`config.mk`:
```
export PLATFORM = sky130hd
export DESIGN_NAME = eshtb_ctrl
export DESIGN_NICKNAME = d
export VERILOG_FILES = /design/src/hw/rtl/eshtb_pkg.sv /design/src/hw/rtl/eshtb_ctrl.sv
export SDC_FILE = /design/constraint.sdc
export NUM_CORES = 1
export LEC_CHECK = 0
export BUFFER_PORTS_ARGS = -buffer_cell sky130_fd_sc_hd__buf_4
export CAP_MARGIN = 20
export CELL_PAD_IN_SITES_DETAIL_PLACEMENT = 2
export CELL_PAD_IN_SITES_GLOBAL_PLACEMENT = 2
export CORE_MARGIN = 8
export CORE_UTILIZATION = 25
export CTS_CLUSTER_DIAMETER = 200
export DETAILED_ROUTE_END_ITERATION = 10
export HOLD_SLACK_MARGIN = 0.05
export PLACE_DENSITY = 0.8
export SYNTH_ARGS = -nofsm -noshare
export SYNTH_HDL_FRONTEND = slang
export SYNTH_SLANG_ARGS = --single-unit
```
`constraint.sdc`:
```
create_clock -name clk -period 1.5 [get_ports clk]
set_input_delay 0.15 -clock clk [delete_from_list [all_inputs] [get_ports clk]]
set_output_delay 0.15 -clock clk [all_outputs]
set_load 0.005 [all_outputs]
```
`src/hw/rtl/eshtb_pkg.sv`:
```
// Shared types and constants for the ELF hash table builder.
// No dependencies; imported by the controller, the datapath and the top level.
`default_nettype none

package eshtb_pkg;

  localparam int DEF_MAX_BUCKETS = 1024;
  localparam int DEF_MAX_SYMBOLS = 1024;

  localparam int CNT_W  = 11;  // bucket_count, symbol_count, symbol numbers, table words
  localparam int HASH_W = 28;
  localparam int BIDX_W = 10;
  localparam int ADDR_W = 12;

  // item kinds carried on in_tuser
  localparam logic [1:0] KIND_NAME  = 2'd0;
  localparam logic [1:0] KIND_READ  = 2'd1;
  localparam logic [1:0] KIND_CLEAR = 2'd2;

  // configuration register indexes
  localparam logic CFG_BUCKET_COUNT = 1'b0;
  localparam logic CFG_SYMBOL_COUNT = 1'b1;

  typedef struct packed {
    logic name_acc;   // name byte transfer
    logic read_acc;   // read transfer
    logic clear_acc;  // clear transfer
    logic clr_step;   // one entry of the clearing sweep
    logic div_step;   // one bit of the remainder
    logic bkt_rd;     // read the selected bucket
    logic bkt_chk;    // inspect bucket head
    logic chn_rd;     // read chain entry of the current node
    logic chn_chk;    // inspect chain link
    logic rd_issue;   // decode table address, read both stores
    logic load_name;  // load name result into the output register
    logic load_read;  // load table word into the output register
  } eshtb_cmd_t;

  typedef struct packed {
    logic clr_last;
    logic div_last;
    logic fail;
    logic bkt_zero;
    logic chn_zero;
    logic node_big;
    logic step_over;
    logic out_free;
  } eshtb_sts_t;

endpackage

`default_nettype wire

```
`src/hw/rtl/eshtb_ctrl.sv`:
```
// Sequencing state machine of the ELF hash table builder.
// Depends on eshtb_pkg; drives the datapath through eshtb_cmd_t.
`default_nettype none

module eshtb_ctrl
  import eshtb_pkg::*;
(
  input  wire logic       clk,
  input  wire logic       rst_n,
  input  wire logic       in_tvalid,
  input  wire logic [1:0] in_tuser,
  input  wire logic       in_tlast,
  output logic            in_tready,
  input  wire eshtb_sts_t sts,
  output eshtb_cmd_t      cmd
);

  typedef enum logic [9:0] {
    S_CLEAR  = 10'b00_0000_0001,
    S_IDLE   = 10'b00_0000_0010,
    S_DIV    = 10'b00_0000_0100,
    S_BRD    = 10'b00_0000_1000,
    S_BCHK   = 10'b00_0001_0000,
    S_CRD    = 10'b00_0010_0000,
    S_CCHK   = 10'b00_0100_0000,
    S_NOUT   = 10'b00_1000_0000,
    S_RISSUE = 10'b01_0000_0000,
    S_ROUT   = 10'b10_0000_0000
  } state_t;

  state_t state_r, state_nxt;
  logic   xfer;

  assign in_tready = (state_r == S_IDLE);
  assign xfer      = in_tready && in_tvalid;

  always_comb begin
    state_nxt = state_r;
    cmd       = '0;
    case (state_r)
      S_CLEAR: begin
        cmd.clr_step = 1'b1;
        if (sts.clr_last) state_nxt = S_IDLE;
      end
      S_IDLE: begin
        if (xfer) begin
          case (in_tuser)
            KIND_NAME: begin
              cmd.name_acc = 1'b1;
              if (in_tlast) state_nxt = S_DIV;
            end
            KIND_READ: begin
              cmd.read_acc = 1'b1;
              state_nxt    = S_RISSUE;
            end
            KIND_CLEAR: begin
              cmd.clear_acc = 1'b1;
              state_nxt     = S_CLEAR;
            end
            default: state_nxt = S_IDLE;
          endcase
        end
      end
      S_DIV: begin
        cmd.div_step = 1'b1;
        if (sts.div_last) state_nxt = sts.fail ? S_NOUT : S_BRD;
      end
      S_BRD: begin
        cmd.bkt_rd = 1'b1;
        state_nxt  = S_BCHK;
      end
      S_BCHK: begin
        cmd.bkt_chk = 1'b1;
        state_nxt   = sts.bkt_zero ? S_NOUT : S_CRD;
      end
      S_CRD: begin
        cmd.chn_rd = 1'b1;
        state_nxt  = sts.node_big ? S_NOUT : S_CCHK;
      end
      S_CCHK: begin
        cmd.chn_chk = 1'b1;
        state_nxt   = (sts.chn_zero || sts.step_over) ? S_NOUT : S_CRD;
      end
      S_NOUT: begin
        if (sts.out_free) begin
          cmd.load_name = 1'b1;
          state_nxt     = S_IDLE;
        end
      end
      S_RISSUE: begin
        cmd.rd_issue = 1'b1;
        state_nxt    = S_ROUT;
      end
      S_ROUT: begin
        if (sts.out_free) begin
          cmd.load_read = 1'b1;
          state_nxt     = S_IDLE;
        end
      end
      default: state_nxt = S_IDLE;
    endcase
  end

  // reset starts with a clearing sweep of both stores
  always_ff @(posedge clk) begin
    if (!rst_n) state_r <= S_CLEAR;
    else        state_r <= state_nxt;
  end

endmodule

`default_nettype wire

```
==> Word-level counts from Yosys, hierarchy flattened <==
Cells that the tools add are included.
{ "totals": {"ff_bits": 10, "latchBits": 0, "ramBits": 0, "rom_bits": 0, "inputBits": 14, "out_inout_bits": 13, "wordCells": 49, "memories": 0} }
{ "classes": {"addsub": 0, "multipliers": 0, "div": 0, "magnitude_cmp": 0, "n_eq_ne": 17, "n_shift": 0, "mux": 26, "n_bitwise": 0, "n_reduce_logical": 5} }
{ "ops": {"columns": ["cell", "count"], "rows": [
  ["10-bit one-hot mux with 9 select lines", 1],
  ["10-bit 2-to-1 mux", 5],
  ["8-bit 2-to-1 mux", 4],
  ["10-bit one-hot mux with 3 select lines", 1],
  ["1-bit 2-to-1 mux", 13],
  ["10-bit by 1-bit equality test with 1-bit output (second input constant)", 1],
  ["10-bit equality test (second input constant)", 1],
  ["10-bit by 2-bit equality test with 1-bit output (second input constant)", 1],
  ["10-bit by 3-bit equality test with 1-bit output (second input constant)", 1],
  ["10-bit by 4-bit equality test with 1-bit output (second input constant)", 1],
  ["10-bit by 5-bit equality test with 1-bit output (second input constant)", 1],
  ["10-bit by 6-bit equality test with 1-bit output (second input constant)", 1],
  ["10-bit by 7-bit equality test with 1-bit output (second input constant)", 1],
  ["10-bit by 8-bit equality test with 1-bit output (second input constant)", 1],
  ["10-bit by 9-bit equality test with 1-bit output (second input constant)", 1],
  ["3-bit 2-to-1 mux", 2],
  ["5-bit AND reduction", 1],
  ["2-bit by 1-bit inequality test with 1-bit output (second input constant)", 2],
  ["2-bit inequality test (second input constant)", 2],
  ["3-bit inequality test (second input constant)", 1],
  ["2-bit by 1-bit equality test with 1-bit output (second input constant)", 1],
  ["2-bit equality test (second input constant)", 1],
  ["2-bit logical NOT", 1],
  ["2-bit OR reduction", 1],
  ["other kinds (2)", 2]
]} }

==> Depth between registers and ports, before layout <==
{ "depth": {"ltp_word": 4, "ltp_mapped": 6, "mapped_depth_nobuf": 5} }

==> Least setup slack after synthesis <==
OpenSTA, ideal clock, no wires.
{ "synth_timing": {"path_kind": "register to register", "startpoint": "register state_r[3]", "endpoint": "register state_r[1]", "arrival_ps": 1556, "required_time_ps": 1381, "path_slack_ps": -175, "stages_incl_launch_ff": 7, "n_path_buf": 1, "period_less_slack_ps": 1675, "cell_sequence": "dfxtp_1 > buf_6 > or4_4 > nor4b_4 > nor4_1 > a2bb2oi_1 > nor3_1"} }
{ "synth_between": {"elab_chain_len": 4, "word_cells_on_any_way": 19} }
{ "synth_rtl": {"columns": ["element", "line", "source"], "rows": [
  ["start, declared", "eshtb_ctrl.sv:31", "state_t state_r, state_nxt;"],
  ["start signal, assigned", "eshtb_ctrl.sv:107", "else state_r <= state_nxt;"],
  ["10-bit equality test, or another cell as far along", "eshtb_ctrl.sv:40", "case (state_r)"],
  ["2-bit OR reduction (no source line) or 1-bit logical AND (tied branches)", null, null],
  ["2-bit by 1-bit inequality test with 1-bit output (no source line)", null, null],
  ["5-bit AND reduction (no source line)", null, null]
]} }
Parallel ways exist; a longest one is shown, timed or not.
A chain may end at the register's enable or synchronous reset.

==> results by group <==
Outcome
  – Status: complete, but fails checks
  – Failing checks: setup timing

Logic synthesis
  – EDFF count, synth: 0
  – Syn Nets: 108
  – Ys async rst share: 0%
  – Mean Syn Cell Area: 8.53 um2
  – Most common cell in the netlist: nor2_1
  – Count of cell types in the netlist: 41
  – Cell count after synthesis: 94
  – #FFs+latches synth: 10
  – Netlist Area Pre-Place: between 800 and 900 um2
  – Sequential-to-total area share from yosys stat: approximately 25%
  – Main synth FF type: dfxtp_1
  – Synth Warn #: 0
  – Synth top area share: 25.0%
  – Yosys top cell by area: dfxtp_1
  – Most frequent cells after synthesis: nor2_1, dfxtp_1, inv_1, nand2_1
  – Ranking of synthesized cells by area: dfxtp_1, nor4_2, nor4_4, nor2_1, nor4b_4

Clock tree
  – CTS clk-pin slew, worst paths: approximately 0.09 ns
  – Largest buffer count on any clock path: 2
  – CTS tree: yes
  – Clk sinks: 10
  – H-tree depth: 1
  – Root buffer cell: clkbuf_4
  – Clk_lat worst skew: 0.30 ns
  – CTS Buf Count: 3

Floorplanning
  – Num ports: 27
  – Core Rows: 20
  – Chip width: around 73 um
  – Die height: 72.6 um
  – Initial Util: 26.3%
  – Core area: 3050 um2
  – Total die area: about 5300 um2

Cells and area
  – Share of the core filled with cells: between 50 and 60%
  – Max reg flops: 10
  – Largest registers: state_r (10)
  – Final nets: 182
  – Area of the multi-input gates: between 700 and 800 um2
  – Area grow syn2layout: 110%
  – Top reg by flops: state_r
  – Fill cells: ~300
  – Layout cells sized above 1: 73.7%
  – Antenna Cells: 0
  – Reg area: between 200 and 250 um2

Setup path
  – Worst R2R End: state_r[1]$_SDFFE_PN0P_
  – Worst setup SP type: flip-flop
  – CP required: 1.35 ns
  – FF-to-FF path depth: 7
  – Critical path class: flip-flop to output port
  – Reg2reg setup slack: -0.38 ns
  – Crit path from: state_r[7]$_SDFFE_PN0P_
  – CP endpoint: cmd[4]
  – Crit path DAT: around 1.8 ns
  – R2R Path Start: state_r[8]$_SDFFE_PN0P_
  – Max FO, Critical Path: 4
  – Worst setup EP type: output port

Global routing
  – First-pass GRT wire length: 7.55 mm
  – Initial antenna violation count: 0
  – Largest net degree at the start of global routing: 8
  – Total gr overflow: 0
  – Vias in the first global route: 1,243
  – Total GRT Usage: between 10% and 20%

Routing
  – Detailed-route wire length per cell: ~26 um
  – Drt pass-1 iters: 4
  – Via count: ~1,100
  – DR iter-0 viols: 44
  – Via density: 5.33
  – Drt total wl: ~5.5 mm
  – DRC Markers: 0
  – DRT antenna net count: 0

Power and ir drop
  – Combinational Power Share: around a third
  – Net Sw Power: 0.000301 W
  – Worst vdd ir: 0.306 mV
  – Flop pwr share: between 30% and 40%
  – Cell area power density: 509 nW/um2
  – Internal: about 0.00055 W
  – Net Sw Frac: 35.2%
  – Power share of the clock group: roughly a third
  – P_leak: around 0.72 nW

Hold path
  – Hold crit path type: input pin to flip-flop

Flow run
  – Max Cap Viol: 0

Placement
  – Pre-CTS WS: -0.328 ns
  – RD Place Congestion: about 0.91
  – Port bufs: 26
  – Detailed placement HPWL: around 3.2 mm

Timing
  – Slew margin rel.: approximately 67%
  – F_max: about 510 MHz
  – Pins Over Slew Limit: 0
  – Setup Skew: approximately 0.0075 ns
  – Worst-Margin Slew: ~0.49 ns
  – Unrepaired setup endpoints after global routing: yes
  – Post-route setup slack: -0.450 ns
  – Fin. Hold Viols: 0
  – Endpoints failing setup: 21
  – Crit path time final: roughly 2.0 ns
  – Final worst-path cycle share: 130%
## layer usage
| metal | up-vias | global-route usage, % | part of all wire [%] |
|---|---|---|---|
| li1 | 503 | - | - |
| met1 | 563 | 20.8 | 39 |
| met2 | 40 | 36.2 | 53 |
| met3 | 19 | 3.43 | 4.4 |
| met4 | 0 | 5.78 | 4.2 |
| met5 | - | 0 | 0 |
## cell usage in the layout, fill, tap and decap left out, types with 2 or more instances in the layout
cell type	netlist	layout
nor2b_1	3	2
nor2_2	0	2
nand2_1	6	3
nor2_1	11	7
inv_2	1	2
nor3_2	0	2
a21oi_4	0	2
xor2_1	2	2
nor4_4	2	6
and3_4	1	3
nor3b_2	1	2
nor4_2	4	2
buf_4	1	54
nand3_1	4	3
nor2_4	0	2
or4_4	2	2
nand4_1	3	3
nand2_2	0	2
clkbuf_4	0	3
dfxtp_4	0	9
dlygate4sd3_1	0	2
inv_1	6	5
nor3_1	4	2
buf_6	1	15
## worst min path at each step
stage | from | endpoint | slack, ns | cells past startpoint
3_3_place_gp | sts[5] | state_r[3]$_SDFFE_PN0P_ | 0.32 | 2
6_report | in_tuser[1] | state_r[8]$_SDFFE_PN0P_ | 0.1 | 2
4_1_cts | in_tuser[1] | state_r[8]$_SDFFE_PN0P_ | 0.09 | 2
3_5_place_dp | sts[5] | state_r[3]$_SDFFE_PN0P_ | 0.33 | 2
5_1_grt | in_tuser[1] | state_r[8]$_SDFFE_PN0P_ | 0.10 | 2
2_1_floorplan | in_tuser[1] | state_r[8]$_SDFFE_PN0P_ | 0.22 | 1
## logic make-up after synthesis
logic type | share of synthesized area (%)
buf+inv | 5.62
compound gates | 13.1
simple gates | 54.1
xor+xnor | 2.18
flops | 25.0
## per-stage QoR
| step | setup TNS, ns | hold slack [ns] | power, W | instances | area [um2] |
|---|---|---|---|---|---|
| after floorplan | -0.188 | 0.221 | 0.000388 | 94 | 828 |
| after global placement | -1.82 | 0.325 | 0.000494 | 184 | 1220 |
| after detailed placement | -3.43 | 0.329 | 0.000509 | 184 | 1220 |
| after CTS | -5.12 | 0.0888 | 0.000802 | 204 | 1560 |
| after global routing | -7.57 | 0.101 | 0.000882 | 211 | 1680 |
| final | -6.57 | 0.0955 | 0.000855 | 211 | 1680 |
## timing repair
item	CTS	global route
endpoints found under the setup margin	22	22
setup buffers	14	8
endpoints found under the hold margin	2	0
resized for setup	44	19
pin swaps	11	13
hold buffers	2	0
## power groups by stage
stage / Sequential (W) / Combinational (W) / Clock (W)
after detailed placement: 0.000292 / 0.000218 / 0
after global placement: 0.000291 / 0.000204 / 0
after CTS: 0.000280 / 0.000259 / 0.000262
after floorplan: 0.000291 / 0.0000973 / 0
after global routing: 0.000279 / 0.000308 / 0.000295
final: 0.000278 / 0.000292 / 0.000285
## worst max-delay path, stage by stage, from the launching register on
cell and delay, ns:
dfxtp_4 0.39, or4_4 0.59, nor4_4 0.35, buf_4 0.19
## area by class of cell
type                    count  share of cell area (%)
clock buffers               4                    2.16
repair buffers             71                    35.3
well taps                  44                    3.27
flip-flops and latches     10                    14.0
multi-input cells          75                    43.7
inverters                   7                    1.56
Power figures use the tool's default switching activity.
